**config.mk**
```make
export PLATFORM = sky130hd
export DESIGN_NAME = tlca_front
export DESIGN_NICKNAME = d
export VERILOG_FILES = /design/src/rtl/tlca_pkg.sv /design/src/rtl/tlca_front.sv
export SDC_FILE = /design/constraint.sdc
export NUM_CORES = 1
export LEC_CHECK = 0
export BUFFER_PORTS_ARGS = -buffer_cell sky130_fd_sc_hd__buf_2
export CAP_MARGIN = 20
export CORE_UTILIZATION = 44
export DETAILED_ROUTE_END_ITERATION = 16
export PLACE_DENSITY = 0.84
export SLEW_MARGIN = 10
export SYNTH_ARGS = -nofsm -noshare
export SYNTH_HDL_FRONTEND = slang
export SYNTH_SLANG_ARGS = --single-unit
```
**constraint.sdc**
```tcl
create_clock -name clk_i -period 3.8 [get_ports clk_i]
set_input_delay 0.19 -clock clk_i [delete_from_list [all_inputs] [get_ports clk_i]]
set_output_delay 0.19 -clock clk_i [all_outputs]
set_load 0.01 [all_outputs]
```
**src/rtl/tlca_pkg.sv**
```systemverilog
`default_nettype none

package tlca_pkg;

  localparam int NODE_W          = 18;
  localparam int DEPTH_W         = 18;
  localparam int PATH_W          = 19;
  localparam int ENTRY_W         = NODE_W + 1;
  localparam int MAX_NODES_DEF   = 262144;
  localparam int LIFT_LEVELS_DEF = 18;
  localparam int QUEUE_DEPTH     = 2;

  localparam logic ACT_LOAD  = 1'b0;
  localparam logic ACT_QUERY = 1'b1;

  localparam logic [DEPTH_W-1:0] DEPTH_MAX  = '1;
  localparam logic [PATH_W-1:0]  PATH_MAX   = '1;
  // top bit of an ancestor entry flags "no ancestor that far up"
  localparam logic [ENTRY_W-1:0] NONE_ENTRY = {1'b1, {NODE_W{1'b0}}};

  typedef enum logic [1:0] {
    OP_LOAD  = 2'd0,
    OP_ROOT  = 2'd1,
    OP_QUERY = 2'd2
  } tlca_op_e;

  typedef struct packed {
    logic              action;
    logic [NODE_W-1:0] node;
    logic [NODE_W-1:0] other;
    logic              is_root;
  } tlca_in_t;

  typedef struct packed {
    logic [NODE_W-1:0] ancestor;
    logic [PATH_W-1:0] path_nodes;
  } tlca_res_t;

  typedef struct packed {
    tlca_op_e          op;
    logic [NODE_W-1:0] a;
    logic [NODE_W-1:0] b;
  } tlca_cmd_t;

  typedef struct packed {
    logic full;
    logic empty;
  } tlca_qstat_t;

endpackage

`default_nettype wire

```
**src/rtl/tlca_front.sv**
```systemverilog
`default_nettype none

module tlca_front #(
  parameter int MAX_NODES = tlca_pkg::MAX_NODES_DEF
) (
  input  logic                  clk_i,
  input  logic                  rst_ni,
  input  logic                  start,
  output logic                  busy,
  input  tlca_pkg::tlca_in_t    item_i,
  input  tlca_pkg::tlca_qstat_t q_stat_i,
  output logic                  push_o,
  output tlca_pkg::tlca_cmd_t   cmd_o
);

  localparam int NW      = tlca_pkg::NODE_W;
  localparam bit DO_WRAP = (MAX_NODES < (2 ** NW));
  localparam int RC_W    = 2;
  // node wrap: reciprocal quotient estimate, subtract, one final correction
  localparam logic [RC_W-1:0] RED_MUL  = 2'd3;
  localparam logic [RC_W-1:0] RED_SUB  = 2'd2;
  localparam logic [RC_W-1:0] RED_FIX  = 2'd1;
  localparam logic [RC_W-1:0] RED_INIT = DO_WRAP ? RED_MUL : 2'd0;
  localparam logic [NW-1:0]   RECIP    = NW'((2 ** NW) / MAX_NODES);
  localparam logic [NW-1:0]   MOD_N    = NW'(MAX_NODES);

  logic                fr_valid_q, fr_valid_d;
  logic [RC_W-1:0]     cnt_q, cnt_d;
  logic [NW-1:0]       qa_q, qb_q;
  logic [NW-1:0]       ra_q, rb_q;
  tlca_pkg::tlca_op_e  op_q;
  logic                accept;

  // quotient estimate, never above the true quotient and at most one below
  function automatic logic [NW-1:0] quot_est(input logic [NW-1:0] v);
    logic [2*NW-1:0] p;
    p = {{NW{1'b0}}, v} * {{NW{1'b0}}, RECIP};
    return p[2*NW-1:NW];
  endfunction

  function automatic logic [NW-1:0] sub_quot(input logic [NW-1:0] v,
                                              input logic [NW-1:0] q);
    logic [2*NW-1:0] p;
    p = {{NW{1'b0}}, q} * {{NW{1'b0}}, MOD_N};
    return v - p[NW-1:0];
  endfunction

  function automatic logic [NW-1:0] fix_rem(input logic [NW-1:0] v);
    return (v >= MOD_N) ? (v - MOD_N) : v;
  endfunction

  assign accept = start && !fr_valid_q;
  assign busy   = fr_valid_q;
  assign push_o = fr_valid_q && (cnt_q == '0) && !q_stat_i.full;
  assign cmd_o  = '{op: op_q, a: ra_q, b: rb_q};

  always_comb begin
    fr_valid_d = fr_valid_q;
    cnt_d      = cnt_q;
    if (accept) begin
      fr_valid_d = 1'b1;
      cnt_d      = RED_INIT;
    end else if (cnt_q != '0) begin
      cnt_d = cnt_q - RC_W'(1);
    end else if (push_o) begin
      fr_valid_d = 1'b0;
    end
  end

  always_ff @(posedge clk_i or negedge rst_ni) begin
    if (!rst_ni) begin
      fr_valid_q <= 1'b0;
      cnt_q      <= '0;
    end else begin
      fr_valid_q <= fr_valid_d;
      cnt_q      <= cnt_d;
    end
  end

  always_ff @(posedge clk_i) begin
    if (accept) begin
      ra_q <= item_i.node;
      rb_q <= item_i.other;
      if (item_i.action == tlca_pkg::ACT_QUERY) begin
        op_q <= tlca_pkg::OP_QUERY;
      end else if (item_i.is_root) begin
        op_q <= tlca_pkg::OP_ROOT;
      end else begin
        op_q <= tlca_pkg::OP_LOAD;
      end
    end else if (cnt_q == RED_MUL) begin
      qa_q <= quot_est(ra_q);
      qb_q <= quot_est(rb_q);
    end else if (cnt_q == RED_SUB) begin
      ra_q <= sub_quot(ra_q, qa_q);
      rb_q <= sub_quot(rb_q, qb_q);
    end else if (cnt_q == RED_FIX) begin
      ra_q <= fix_rem(ra_q);
      rb_q <= fix_rem(rb_q);
    end
  end

endmodule

`default_nettype wire

```
==> results.cfg <==
[global_route]
grt_pass1_vias = 805
grt_pass1_wl_um = 3540
grt_antenna_before_repair = 0
grt_max_degree = 41
grtUsageTotal = 0.158
overflow = 0

[sta]
setup_viol = 0
max_freq_mhz = 595
holdWs_ns = 0.0252
setup_ws_ns = 2.12
worstMarginPinSlew_ns = 1.05
hold_viol = 0
period_share = 0.442
maxSlewHeadroom = 0.302
skew_ns = 0.00938
period_needed_ns = 1.68
timing.setup.tns_ns = 0
rsz0062_at_grt = no
drv_slew = 0

[logic_synthesis]
synth_area_per_cell_um2 = 24.7
ys_seq_area_frac = 0.928
ys_types = 11
synth_nets = 97
ys_warn_count = 0
ys_seq_elements = 41
syn-instance-count = 53
syn_area_mm2 = 0.00131

[final_layout]
fillers = 175
regArea_mm2 = 0.00122
nets = 213
layout_commonest_cell = buf_2
stdcell_area_mm2 = 0.00210
antenna-diode-count = 0
layout_common_cells = buf_2, edfxtp_1, dlygate4sd3_1
drive_above_1_share = 0.547
multiInputGateArea_um2 = 86.3
finalNonFillerCells = 201
synthToLayoutAreaGrowth_pct = 60.6
final_core_util = 0.757

[floorplanning]
ioPinCount = 83
die_h_um = 56.6
start_util = 0.471
coreArea_mm2 = 0.00278
fp.dieW_um = 56.6
fp-row-count = 19
dieArea_mm2 = 0.00320

[detailed_routing]
dr.pass1.iters = 4
vias = 910
drc = 0
routed_wl_um = 2770
vias_per_cell = 4.53
wire_per_inst_um = 13.8
antenna_left = 0
drt_iter0_drc = 9

[pwr]
combPwrFrac = 0.226
total_power_mw = 1.10
pwr-share-clk = 0.213
p_int_uw = 809
p_per_area_mw_per_mm2 = 523
sw_frac_of_total = 0.266
ir_drop_mv = 0.547
leakage_nw = 0.905
netSwitchingPower_uw = 293
seq_power_share = 0.561

[setup_path]
cpPeakStageDelay_ns = 0.84
critPathCaptureType = flip-flop
arrival_ns = 1.64
path_cells = nor2b_4
cpLargestDelayFamily = simple AND/OR/NAND/NOR gates
slowest_stage = nor2b_4
required_ns = 3.76
cp_max_fo = 40
critPathKind = flip-flop to flip-flop
cp_num_buf_inv = 0
startpoint_type = flip-flop

[clock_network]
cts_tree = done
cts_inserted_buffers = 5
h-tree-depth = 2
cts_setup_buffers = 0
cts_sinks = 41
cts.clk_slew.worst_paths_ns = 0.11
cts_buffer_depth = 2
cts.repair.resized = 0
cts-root-buf = clkbuf_4
clk-insertion-delay-late_ns = 0.33

[min_path]
hold_path_class = input port to flip-flop

[place]
gp_congestion = 0.676
place_ws_ns = 2.13
place_area_mm2 = 0.00175
dp.cells = 165
io_buffer_count = 81

[status]
outcome = complete, no violations

[run]
cap_viol_max_count = 0
-- power by group through the flow --
stage          logic (mW)  clock network (mW)  registers [mW]
5_1_grt             0.272               0.255           0.626
4_1_cts             0.233               0.245           0.617
3_3_place_gp        0.213                   0           0.622
2_1_floorplan      0.0911                   0           0.660
3_5_place_dp        0.229                   0           0.626
6_report            0.249               0.234           0.618
-- final cells by class --
class	instances	area share
tap	31	0.0184
multi-input combinational	10	0.0410
clock buffer	7	0.0309
clock inverter	1	0.00238
timing repair buffer	109	0.326
inverter	2	0.00357
sequential	41	0.578
-- layer usage --
layer / vias to the layer above / track usage / share of wire
met5: - / 0 / 0
met2: 51 / 0.279 / 0.56
met1: 415 / 0.155 / 0.33
li1: 433 / - / -
met4: 0 / 0.0592 / 0.037
met3: 11 / 0.0806 / 0.070
-- sequential cells by signal, summed over array words and instances (netlist names) --
signal,cells
ra_q,18
rb_q,18
cnt_q,2
op_q,2
busy,1
-- synthesized netlist by cell type, drive strengths merged --
master   n  area [um2]
xor2     1        8.76
inv      2        7.51
dfrtp    3        75.1
and3b    1        12.5
edfxtp  38        1140
a211oi   1        12.5
nor2     3        13.8
ha       1        12.5
nor2b    3        26.3
-- repair_timing --
action,CTS,global route
hold buffers,3,25
setup endpoints to repair,0,0
endpoints found under the hold margin,5,25
-- final timing paths --
check | start | endpoint | slack [ns] | depth (start not counted)
setup / recovery | busy$_DFFE_PN0P_ | ra_q[7]$_DFFE_PP_ | 2.12 | 1
hold / removal | item_i[7] | rb_q[6]$_DFFE_PP_ | 0.03 | 1
setup reg to reg | busy$_DFFE_PN0P_ | ra_q[7]$_DFFE_PP_ | 2.12 | 1
hold reg to reg | cnt_q[1]$_DFFE_PN0P_ | cnt_q[1]$_DFFE_PN0P_ | 0.56 | 2
max in group asynchronous | rst_ni | cnt_q[1]$_DFFE_PN0P_ | 3.50 | 2
min in group asynchronous | rst_ni | busy$_DFFE_PN0P_ | 0.18 | 2
-- logic make-up (layout without fill, tap and decap cells) --
group	after synthesis	in the layout	synth area share
flip-flops	41	41	0.928
AND/OR/NAND/NOR	7	7	0.0401
buffers and inverters	2	119	0.00573
adder cells (fa/ha/maj)	1	1	0.00955
AO/OA/AOI/OAI	1	1	0.00955
XOR/XNOR	1	1	0.00669
(Power assumes the default switching activity.)
