### src/rtl/tlca_pkg.sv
`default_nettype none

package tlca_pkg;

  localparam int NODE_W          = 18;
  localparam int DEPTH_W         = 18;
  localparam int PATH_W          = 19;
  localparam int ENTRY_W         = NODE_W + 1;
  localparam int MAX_NODES_DEF   = 262144;
  localparam int LIFT_LEVELS_DEF = 18;
  localparam int QUEUE_DEPTH     = 2;

  localparam logic ACT_LOAD  = 1'b0;
  localparam logic ACT_QUERY = 1'b1;

  localparam logic [DEPTH_W-1:0] DEPTH_MAX  = '1;
  localparam logic [PATH_W-1:0]  PATH_MAX   = '1;
  // top bit of an ancestor entry flags "no ancestor that far up"
  localparam logic [ENTRY_W-1:0] NONE_ENTRY = {1'b1, {NODE_W{1'b0}}};

  typedef enum logic [1:0] {
    OP_LOAD  = 2'd0,
    OP_ROOT  = 2'd1,
    OP_QUERY = 2'd2
  } tlca_op_e;

  typedef struct packed {
    logic              action;
    logic [NODE_W-1:0] node;
    logic [NODE_W-1:0] other;
    logic              is_root;
  } tlca_in_t;

  typedef struct packed {
    logic [NODE_W-1:0] ancestor;
    logic [PATH_W-1:0] path_nodes;
  } tlca_res_t;

  typedef struct packed {
    tlca_op_e          op;
    logic [NODE_W-1:0] a;
    logic [NODE_W-1:0] b;
  } tlca_cmd_t;

  typedef struct packed {
    logic full;
    logic empty;
  } tlca_qstat_t;

endpackage

`default_nettype wire

### src/rtl/tlca_queue.sv
`default_nettype none

module tlca_queue (
  input  logic                  clk_i,
  input  logic                  rst_ni,
  input  logic                  push_i,
  input  tlca_pkg::tlca_cmd_t   cmd_i,
  input  logic                  pop_i,
  output tlca_pkg::tlca_qstat_t stat_o,
  output tlca_pkg::tlca_cmd_t   cmd_o
);

  localparam int QD   = tlca_pkg::QUEUE_DEPTH;
  localparam int QA_W = (QD > 1) ? $clog2(QD) : 1;
  localparam int QC_W = $clog2(QD + 1);

  tlca_pkg::tlca_cmd_t slots_q [QD];
  logic [QA_W-1:0] wr_ptr_q, rd_ptr_q;
  logic [QC_W-1:0] cnt_q;

  assign stat_o.full  = (cnt_q == QC_W'(QD));
  assign stat_o.empty = (cnt_q == '0);
  assign cmd_o        = slots_q[rd_ptr_q];

  always_ff @(posedge clk_i or negedge rst_ni) begin
    if (!rst_ni) begin
      wr_ptr_q <= '0;
      rd_ptr_q <= '0;
      cnt_q    <= '0;
    end else begin
      if (push_i) begin
        wr_ptr_q <= (wr_ptr_q == QA_W'(QD - 1)) ? '0 : wr_ptr_q + QA_W'(1);
      end
      if (pop_i) begin
        rd_ptr_q <= (rd_ptr_q == QA_W'(QD - 1)) ? '0 : rd_ptr_q + QA_W'(1);
      end
      if (push_i && !pop_i) begin
        cnt_q <= cnt_q + QC_W'(1);
      end else if (pop_i && !push_i) begin
        cnt_q <= cnt_q - QC_W'(1);
      end
    end
  end

  always_ff @(posedge clk_i) begin
    if (push_i) begin
      slots_q[wr_ptr_q] <= cmd_i;
    end
  end

endmodule

`default_nettype wire

### config.mk
export PLATFORM = sky130hd
export DESIGN_NAME = tlca_queue
export DESIGN_NICKNAME = d
export VERILOG_FILES = /design/src/rtl/tlca_pkg.sv /design/src/rtl/tlca_queue.sv
export SDC_FILE = /design/constraint.sdc
export NUM_CORES = 1
export LEC_CHECK = 0
export ABC_CLOCK_PERIOD_IN_PS = 4950
export BUFFER_PORTS_ARGS = -buffer_cell sky130_fd_sc_hd__buf_2
export CAP_MARGIN = 5
export CORE_MARGIN = 8
export CORE_UTILIZATION = 38
export DETAILED_ROUTE_END_ITERATION = 16
export SETUP_SLACK_MARGIN = 0.15
export SYNTH_ARGS = -nofsm -noshare
export SYNTH_HDL_FRONTEND = slang
export SYNTH_SLANG_ARGS = --single-unit
### constraint.sdc
create_clock -name clk_i -period 4.95 [get_ports clk_i]
set_clock_uncertainty 0.1 [all_clocks]
set_input_delay 0.2475 -clock clk_i [delete_from_list [all_inputs] [get_ports clk_i]]
set_output_delay 0.2475 -clock clk_i [all_outputs]
set_load 0.005 [all_outputs]
==> results of run 1 <==
routing by layer:
metal | vias to the layer above | track usage [%] | routed length, µm
li1 | 776 | - | -
met1 | 781 | 12.49 | 2539
met2 | 67 | 14.98 | 2311
met3 | 6 | 5.638 | 510
met4 | 0 | 3.723 | 54
met5 | - | 0 | 0
synth_stat cells:
cell,instances
buf_8,1
buf_4,2
nor2b_1,2
and2_1,1
edfxtp_1,76
dfrtp_1,4
buf_6,1
inv_1,1
nor2_1,2
mux2_2,28
xnor2_1,1
mux2_4,10
xor2_1,4
ha_1,1
final timing paths:
kind | slack, ps | start | endpoint
hold reg to reg | 390 | cnt_q[1] | cnt_q[1]
setup / recovery | 2670 | rd_ptr_q | cmd_o[28]
max in group asynchronous | 4460 | rst_ni | rd_ptr_q
setup reg to reg | 3150 | wr_ptr_q | slots_q[0][18]
hold / removal | 30 | push_i | wr_ptr_q
min in group asynchronous | 150 | rst_ni | cnt_q[1]
cell type report:
type | count | area share [%]
Clock inverter | 5 | 2.381
Inverter | 1 | 0.09158
Timing Repair Buffer | 121 | 19.66
Tap cell | 102 | 3.114
Sequential cell | 80 | 58.15
Clock buffer | 9 | 3.022
Multi-Input combinational cell | 49 | 13.58
logic make-up (layout without fill, tap and decap cells):
family / after synthesis / count (layout) / synth area share [%]
XOR/XNOR: 5 / 5 / 1.472
AND/OR/NAND/NOR: 5 / 5 / 0.8833
multiplexers: 38 / 38 / 15.64
buffers and inverters: 5 / 136 / 1.513
flip-flops: 80 / 80 / 80.07
adder cells (fa/ha/maj): 1 / 1 / 0.4205
sequential cells by signal, summed over array words and instances, names as in the netlist:
name and count:
cnt_q 2, rd_ptr_q 1, wr_ptr_q 1, slots_q 76
report_power, final:
part           switching (mW)  total, mW  leakage (nW)  internal, mW
clock network           0.206      0.532         0.110         0.326
registers               0.107       1.01         0.759         0.903
logic                   0.198      0.501         0.730         0.303
critical path: stages, from the launching register on:
cell and delay (ps):
dfrtp_2 1020, mux2_2 430, buf_2 130
through the flow:
step / hold slack (ps) / setup slack [ps]
6_report: 33.98 / 2674
5_1_grt: 32.59 / 2545
3_3_place_gp: -36.36 / 2979
4_1_cts: 14.88 / 2606
3_5_place_dp: -36.91 / 2987
2_1_floorplan: -148.1 / 2307
==> flow_metrics.env, run 1 <==
export IMPL_seq_area_frac_synth_pct=80.07
export IMPL_status="finished clean"
export IMPL_p_total_mw=2.042
export IMPL_hold_class="in -> reg"
export IMPL_vias=1630
export IMPL_synth_seq_cells=80
export IMPL_port_buffer_count=81
export IMPL_fin_crit_ps=2276
export IMPL_peakVddDrop_mv=0.2794
export IMPL_drc=0
export IMPL_nets=305
export IMPL_yosysTopAreaCellShare_pct=76.70
export IMPL_syn_num_nets=177
export IMPL_synth_largest_area_cell="edfxtp_1"
export IMPL_slew_headroom_pct=25.75
export IMPL_antenna_found_initial=0
export IMPL_gp_congestion=0.6421
export IMPL_cap_violations=0
export IMPL_first_global_vias=1811
export IMPL_placed_area_mm2=0.003477
export IMPL_synth_warnings=0
export IMPL_area_sequential_mm2=0.002384
export IMPL_ios=82
export IMPL_leakage_nw=1.599
export IMPL_critPathMaxFanout=39
export IMPL_die_x_um=104.5
export IMPL_cts_hold_buf=40
export IMPL_via_per_inst=4.441
export IMPL_rsz0062_at_grt="no"
export IMPL_num_rows=32
export IMPL_finalMaxSlewViolations=0
export IMPL_cts_root_buf="clkbuf_8"
export IMPL_layout_common_cells="81 x buf_2, 76 x edfxtp_1, 40 x dlygate4sd3_1"
export IMPL_dp_hpwl_mm=3.348
export IMPL_cts_buffer_depth=2
export IMPL_initial_core_util_pct=38.91
export IMPL_cts_buffers=9
export IMPL_ant_nets=0
export IMPL_synthDistinctLibCells=14
export IMPL_grt_remaining_overflow=0
export IMPL_fp_dieH_um=104.5
export IMPL_fmax_mhz=439.4
export IMPL_drt_wl_total_mm=5.417
export IMPL_fin_cells=367
export IMPL_tritoncts="built"
export IMPL_die_area_mm2=0.01092
export IMPL_ff2ff_path_depth=1
export IMPL_area_growth_pct=37.76
export IMPL_p_per_area_mw_per_mm2=498.2
export IMPL_grt_max_degree=40
export IMPL_n_fill_cell=629
export IMPL_hold_path_depth=2
export IMPL_design_core_area_mm2=0.007647
export IMPL_cp_end_kind="output port"
export IMPL_wl_per_cell_um=14.76
export IMPL_synthCells=134
export IMPL_timing_hold_violations_final=0
export IMPL_multi_input_area_um2=556.8
export IMPL_syn_avg_cell_area_um2=22.20
export IMPL_drt_iter0_markers=27
export IMPL_critical_path_class="reg -> out"
export IMPL_fin_tns_setup_ps=0
export IMPL_finalInstanceArea_mm2=0.004099
export IMPL_h_tree_depth=3
export IMPL_num_antenna_cells=0
export IMPL_path_clk_slew_ps=70
export IMPL_postLayoutCoreUtil_pct=53.60
export IMPL_synth_area_mm2=0.002975
export IMPL_post_cts_buffers=0
export IMPL_cp_arrival_ps=1930
export IMPL_drive_above_1_share_pct=50.57
export IMPL_tightest_slew_ps=1111
export IMPL_placed_cells=313
export IMPL_cts_sinks=80
export IMPL_period_share_pct=45.98
export IMPL_first_pass_iters=3
export IMPL_mostFrequentLayoutCell="buf_2"
export IMPL_track_usage_pct=10.29
export IMPL_clock_latency_ps=330
export IMPL_grt_pass1_wl_mm=8.845
export IMPL_cts_resized=0
export IMPL_synth_area_leaders="edfxtp_1 77%, mux2_2 11%, mux2_4 5.0%"
export IMPL_cp_start_kind="flip-flop"
export IMPL_crit_required_ps=4600
export IMPL_setup_viol=0
Power figures use the tool's default switching activity.
==> run 2: changes to the inputs <==
--- a/config.mk
+++ b/config.mk
@@ -5,7 +5,8 @@
 export SDC_FILE = /design/constraint.sdc
 export NUM_CORES = 1
 export LEC_CHECK = 0
-export ABC_CLOCK_PERIOD_IN_PS = 4950
+export ABC_AREA = 1
+export ABC_CLOCK_PERIOD_IN_PS = 2200
 export BUFFER_PORTS_ARGS = -buffer_cell sky130_fd_sc_hd__buf_2
 export CAP_MARGIN = 5
 export CORE_MARGIN = 8
==> constraint.sdc (replaced) <==
create_clock -name clk_i -period 2.2 [get_ports clk_i]
set_clock_uncertainty 0.1 [all_clocks]
set_input_delay 0.11 -clock clk_i [delete_from_list [all_inputs] [get_ports clk_i]]
set_output_delay 0.11 -clock clk_i [all_outputs]
set_load 0.005 [all_outputs]
==> run 2 against run 1 <==
Net effect: register-to-register slack worse by 2300 ps; first-iteration DRC count is 78% higher; design area rose by 1.7%; largest power group unchanged; core utilization up 0.65 points; critical endpoint is now cmd_o[25]; clock power up 110%; die area rose by 0.58%; power rose by 120%; highest routed layer unchanged; global-route usage is 0.80 points higher.
==> flow_metrics.env, run 2 <==
export IMPL_status="finished clean"
export IMPL_synth_largest_area_cell="edfxtp_1"
export IMPL_cts_root_buf="clkbuf_8"
export IMPL_port_buffer_count=81
export IMPL_fin_crit_ps=1744
export IMPL_rsz0062_at_grt="no"
export IMPL_setup_viol=0
export IMPL_cap_violations=0
export IMPL_synth_area_mm2=0.002995
export IMPL_grt_max_degree=23
export IMPL_synth_most_common_cell="edfxtp_1"
export IMPL_top_regs="slots_q (76), cnt_q (2)"
export IMPL_net_switching_power_mw=1.202
export IMPL_clock_latency_ps=330
export IMPL_postLayoutCoreUtil_pct=54.25
export IMPL_fp_dieH_um=104.8
export IMPL_timing_hold_violations_final=0
export IMPL_cts_buffers=9
export IMPL_synth_top_family_by_area="multiplexers"
export IMPL_ff2ff_path_depth=2
export IMPL_synthMuxAreaShare_pct=15.54
export IMPL_fin_tns_setup_ps=0
export IMPL_p_comb_share_pct=29.3
export IMPL_grt_remaining_overflow=0
export IMPL_synth_compound_area_share_pct=0
export IMPL_hold_path_depth=3
export IMPL_slew_headroom_pct=76.88
export IMPL_synthSimpleGateAreaFrac_pct=1.378
export IMPL_nets=322
export IMPL_synth_seq_cells=80
export IMPL_synthDistinctLibCells=15
export IMPL_synthTopCellsByCount="76 x edfxtp_1, 28 x mux2_2, 10 x mux2_4"
export IMPL_r2r_start="wr_ptr_q"
export IMPL_grt_busiest_layer="met2"
export IMPL_via_per_inst=4.371
export IMPL_drc=0
export IMPL_antenna_found_initial=0
export IMPL_synth_xor_area_share_pct=0.8772
export IMPL_synthCells=143
export IMPL_syn_avg_cell_area_um2=20.95
export IMPL_p_total_mw=4.574
export IMPL_synth_async_reset_ratio_pct=5.000
export IMPL_die_x_um=104.8
export IMPL_seq_area_frac_synth_pct=79.53
export IMPL_gp_congestion=0.6530
export IMPL_first_global_vias=1900
export IMPL_initial_core_util_pct=38.96
export IMPL_cp_end_kind="output port"
export IMPL_crit_required_ps=1990
export IMPL_leakage_nw=1.657
export IMPL_synth_fa_ha_area_share_pct=0.4177
export IMPL_first_pass_iters=4
export IMPL_period_share_pct=79.26
export IMPL_ios=82
export IMPL_area_growth_pct=39.22
export IMPL_tightest_slew_ps=346.8
export IMPL_cts_buffer_depth=2
export IMPL_peakVddDrop_mv=0.5090
export IMPL_top_register="slots_q"
export IMPL_wl_per_cell_um=14.79
export IMPL_yosysTopAreaCellShare_pct=76.19
export IMPL_die_area_mm2=0.01098
export IMPL_whs_ps=394.3
export IMPL_synth_ff_type="edfxtp_1"
export IMPL_hold_end="rd_ptr_q"
export IMPL_synth_warnings=0
export IMPL_h_tree_depth=3
export IMPL_swShare_pct=26.28
export IMPL_synth_area_leaders="edfxtp_1 76%, mux2_2 11%, mux2_4 5.0%"
export IMPL_cts_sinks=80
export IMPL_num_antenna_cells=0
export IMPL_tritoncts="built"
export IMPL_p_seq_share_pct=46.2
export IMPL_layout_common_cells="81 x buf_2, 76 x edfxtp_1, 42 x dlygate4sd3_1"
export IMPL_finalMaxSlewViolations=0
export IMPL_hold_class="in -> reg"
export IMPL_drt_iter0_markers=48
export IMPL_cp_arrival_ps=1530
export IMPL_design_core_area_mm2=0.007687
export IMPL_r2r_end="slots_q[0][5]"
export IMPL_r2r_slack_ps=900
export IMPL_critPathMaxFanout=22
export IMPL_track_usage_pct=11.08
export IMPL_pwr_share_clk_pct=24.4
export IMPL_synth_edf_count=76
export IMPL_gr_usage_met3_pct=3.870
export IMPL_num_rows=32
export IMPL_fmax_mhz=573.5
export IMPL_cts_resized=0
export IMPL_critical_path_class="reg -> out"
export IMPL_grt_pass1_wl_mm=9.597
export IMPL_dp_hpwl_mm=3.856
export IMPL_drive_above_1_share_pct=50.18
export IMPL_ant_nets=0
export IMPL_syn_num_nets=186
export IMPL_grt_use_met1_pct=14.04
export IMPL_hold_path_startpoint="pop_i"
export IMPL_cp_start_kind="flip-flop"
export IMPL_path_clk_slew_ps=70
export IMPL_internal_power_mw=3.372
export IMPL_vias=1683
export IMPL_mostFrequentLayoutCell="buf_2"
export IMPL_drt_wl_total_mm=5.694
export IMPL_largest_reg_flops=76
export IMPL_grt_use_met2_pct=16.65
export IMPL_p_per_area_mw_per_mm2=1097
-- run 2: changes by cell type in the layout (fill, tap and decap cells not counted), sizes merged, moves of 2 or more --
| cell | change |
|---|---|
| clkinvlp | +2 |
| buf | +6 |
| xor2 | -2 |
| dlygate4sd3 | +2 |
| nand2 | +5 |
| inv | +6 |
| nor2b | -2 |
-- run 2: repair_timing --
item                       4_1_cts  5_1_grt
hold endpoints to repair        82        0
hold buffers                    42        0
setup endpoints to repair        0        0
setup buffers                    0        0
-- run 2: area by class of cell --
cell class              instances  area [µm²]
fillers                       631        3517
flip-flops and latches         80        2384
repair buffers                129       870.8
multi-input cells              52       553.0
well taps                     102       127.6
clock buffers                   9       123.9
clock inverters                 6       85.08
inverters                       7       26.28
-- run 2: logic make-up (layout without fill, tap and decap cells) --
| logic type | count (synthesis) | after routing |
|---|---|---|
| xor gates and xnor gates | 3 | 3 |
| DFF | 80 | 80 |
| and+or+nand+nor | 10 | 10 |
| buffers and inverters | 11 | 151 |
| muxes | 38 | 38 |
| adders and majority gates | 1 | 1 |
-- run 2: worst max-delay path by stage --
stage | from | to | depth (start not counted)
finish | rd_ptr_q | cmd_o[25] | 3
global route | rd_ptr_q | cmd_o[24] | 3
CTS | rd_ptr_q | cmd_o[26] | 3
detailed placement | rd_ptr_q | cmd_o[26] | 3
global placement | rd_ptr_q | cmd_o[25] | 3
floorplan | wr_ptr_q | slots_q[0][0] | 1
-- run 2: worst max-delay path, stage by stage, from the launching register on --
cell and delay (ps):
dfrtp_2 360, buf_4 320, mux2_2 380, buf_2 130
-- run 2: metal layers --
layer	routed length [µm]	vias to the layer above
met5	0	-
met3	360	10
li1	-	814
met4	93	0
met2	2580	64
met1	2660	795
-- run 2: per-stage QoR --
| step | instances | cell area [µm²] | worst slack (ps) |
|---|---|---|---|
| floorplan | 143 | 2998 | 277.8 |
| global placement | 328 | 3541 | 813.3 |
| detailed placement | 328 | 3541 | 808.5 |
| CTS | 385 | 4170 | 428.5 |
| global route | 385 | 4170 | 373.1 |
| finish | 385 | 4170 | 456.4 |
-- run 2: power groups by stage --
| stage | Sequential, mW | Combinational [mW] | Clock, mW |
|---|---|---|---|
| after floorplan | 2.13 | 0.829 | 0 |
| after global placement | 2.14 | 1.32 | 0 |
| after detailed placement | 2.15 | 1.31 | 0 |
| after CTS | 2.12 | 1.38 | 1.15 |
| after global routing | 2.15 | 1.48 | 1.22 |
| final | 2.11 | 1.34 | 1.12 |
==> run 3: changes to the inputs <==
--- a/config.mk
+++ b/config.mk
@@ -6,7 +6,7 @@
 export NUM_CORES = 1
 export LEC_CHECK = 0
 export ABC_AREA = 1
-export ABC_CLOCK_PERIOD_IN_PS = 2200
+export ABC_CLOCK_PERIOD_IN_PS = 1700
 export BUFFER_PORTS_ARGS = -buffer_cell sky130_fd_sc_hd__buf_2
 export CAP_MARGIN = 5
 export CORE_MARGIN = 8
==> constraint.sdc (replaced) <==
create_clock -name clk_i -period 1.7 [get_ports clk_i]
set_clock_uncertainty 0.1 [all_clocks]
set_input_delay 0.085 -clock clk_i [delete_from_list [all_inputs] [get_ports clk_i]]
set_output_delay 0.085 -clock clk_i [all_outputs]
set_load 0.005 [all_outputs]
==> run 3 against run 2 <==
Net effect: via count grew 2.4%; first-iteration DRC count shrank 38%; die area is the same; register-to-register slack lost 500 ps; flip-flop and latch count is the same; power grew 28%; hold slack lost 28 ps; sequential share of layout area shrank 0.15 points; global-route usage shrank 0.28 points; count of clock-buffer cells in the layout grew 2; setup slack lost 370 ps; critical path depth is the same.
==> flow_metrics.env, run 3 (synthesis results as in run 2) <==
export IMPL_ff2ff_path_depth=2
export IMPL_design_core_area_mm2=0.007687
export IMPL_drc=0
export IMPL_finalMaxSlewViolations=0
export IMPL_hold_path_depth=2
export IMPL_cts_root_buf="clkbuf_8"
export IMPL_drt_wl_total_mm=5.760
export IMPL_fmax_mhz=619.3
export IMPL_cap_violations=0
export IMPL_status="finished clean"
export IMPL_h_tree_depth=3
export IMPL_num_antenna_cells=0
export IMPL_fp_dieH_um=104.8
export IMPL_tightest_slew_ps=313.4
export IMPL_tritoncts="built"
export IMPL_top_register="slots_q"
export IMPL_p_comb_share_pct=31.4
export IMPL_hold_path_startpoint="cmd_i[21]"
export IMPL_r2r_start="wr_ptr_q"
export IMPL_hold_end="slots_q[0][21]"
export IMPL_wl_per_cell_um=14.92
export IMPL_crit_required_ps=1510
export IMPL_fin_tns_setup_ps=0
export IMPL_route_met2_wl_mm=2.780
export IMPL_grt_pass1_wl_mm=9.321
export IMPL_ant_nets=0
export IMPL_die_area_mm2=0.01098
export IMPL_top_regs="slots_q (76), cnt_q (2)"
export IMPL_grt_max_degree=24
export IMPL_timing_hold_violations_final=0
export IMPL_swShare_pct=26.64
export IMPL_critPathMaxFanout=19
export IMPL_largest_reg_flops=76
export IMPL_hold_class="in -> reg"
export IMPL_vias=1724
export IMPL_r2r_end="slots_q[0][24]"
export IMPL_setup_viol=0
export IMPL_cts_buffers=9
export IMPL_area_growth_pct=39.60
export IMPL_r2r_slack_ps=400
export IMPL_pwr_share_clk_pct=21.8
export IMPL_dp_hpwl_mm=3.809
export IMPL_cp_start_kind="flip-flop"
export IMPL_cts_buffer_depth=2
export IMPL_layout_common_cells="81 x buf_2, 76 x edfxtp_1, 42 x dlygate4sd3_1"
export IMPL_first_global_vias=1905
export IMPL_num_rows=32
export IMPL_p_total_mw=5.858
export IMPL_nets=322
export IMPL_die_x_um=104.8
export IMPL_net_switching_power_mw=1.561
export IMPL_cp_end_kind="output port"
export IMPL_path_clk_slew_ps=80
export IMPL_wl_met1_mm=2.467
export IMPL_peakVddDrop_mv=0.7043
export IMPL_drt_iter0_markers=30
export IMPL_gp_congestion=0.6301
export IMPL_period_share_pct=94.99
export IMPL_internal_power_mw=4.297
export IMPL_ios=82
export IMPL_drive_above_1_share_pct=49.30
export IMPL_first_pass_iters=4
export IMPL_cts_sinks=80
export IMPL_track_usage_pct=10.80
export IMPL_post_cts_buffers=0
export IMPL_mostFrequentLayoutCell="buf_2"
export IMPL_p_per_area_mw_per_mm2=1401
export IMPL_top_layer_used="met4"
export IMPL_grt_remaining_overflow=0
export IMPL_clock_latency_ps=330
export IMPL_port_buffer_count=81
export IMPL_antenna_found_initial=0
export IMPL_p_seq_share_pct=46.8
export IMPL_slew_headroom_pct=79.11
export IMPL_via_per_inst=4.466
export IMPL_rsz0062_at_grt="yes"
export IMPL_cp_arrival_ps=1430
export IMPL_initial_core_util_pct=38.96
export IMPL_critical_path_class="reg -> out"
export IMPL_dr_wl_met3_um=428
export IMPL_leakage_nw=1.653
export IMPL_fin_crit_ps=1615
-- run 3: changes by cell type in the layout (fill, tap and decap cells not counted) --
cell / change
buf_4: -3
clkinvlp_4: -1
inv_1: -1
buf_12: +3
bufinv_16: -1
clkinv_1: +2
clkbuf_1: +2
-- run 3: critical path, stage by stage (launching register included) --
cell     delay [ps]
dfrtp_2         410
buf_12          180
mux2_2          360
buf_2           130
-- run 3: cell type report --
type / count / area, µm²
Clock buffer: 11 / 131.4
Clock inverter: 5 / 47.55
Fill cell: 642 / 3506
Inverter: 7 / 30.03
Multi-Input combinational cell: 52 / 553.0
Sequential cell: 80 / 2384
Tap cell: 102 / 127.6
Timing Repair Buffer: 129 / 908.4
-- run 3: through the flow --
step | hold WS (ps) | cell area, µm² | setup slack (ps) | instances | util, %
floorplan | -310.6 | 3007 | 162.9 | 143 | -
global placement | -197.0 | 3582 | 423.0 | 328 | 46.60
detailed placement | -195.6 | 3582 | 403.1 | 328 | 46.60
CTS | 352.2 | 4182 | 62.03 | 386 | 54.39
global route | 352.0 | 4182 | 23.12 | 386 | 54.39
finish | 366.1 | 4182 | 85.19 | 386 | 54.39
-- run 3: worst max-delay path by stage --
stage | from | cells past startpoint | slack [ps] | endpoint
4_1_cts | rd_ptr_q | 3 | 60 | cmd_o[29]
2_1_floorplan | wr_ptr_q | 2 | 160 | slots_q[1][0]
3_3_place_gp | wr_ptr_q | 2 | 420 | slots_q[0][20]
3_5_place_dp | wr_ptr_q | 2 | 400 | slots_q[0][20]
5_1_grt | rd_ptr_q | 3 | 20 | cmd_o[29]
6_report | rd_ptr_q | 3 | 90 | cmd_o[29]
-- run 3: metal layers --
metal  GRT usage, %  vias up
met5              0        -
met4          4.893        0
met3          4.914        9
met2          17.47       60
met1          11.98      840
li1               -      815
-- run 3: repair_timing --
action | CTS | global route
setup endpoints to repair | 38 | 38
pin swaps | 0 | 0
hold endpoints to repair | 82 | 0
hold buffers | 42 | 0
gates resized for setup | 0 | 0
-- run 3: power groups by stage --
| stage | Sequential [mW] | Combinational (mW) | Clock, mW |
|---|---|---|---|
| 2_1_floorplan | 2.76 | 1.08 | 0 |
| 3_3_place_gp | 2.78 | 1.81 | 0 |
| 3_5_place_dp | 2.79 | 1.81 | 0 |
| 4_1_cts | 2.75 | 1.90 | 1.32 |
| 5_1_grt | 2.78 | 2.01 | 1.38 |
| 6_report | 2.74 | 1.84 | 1.27 |
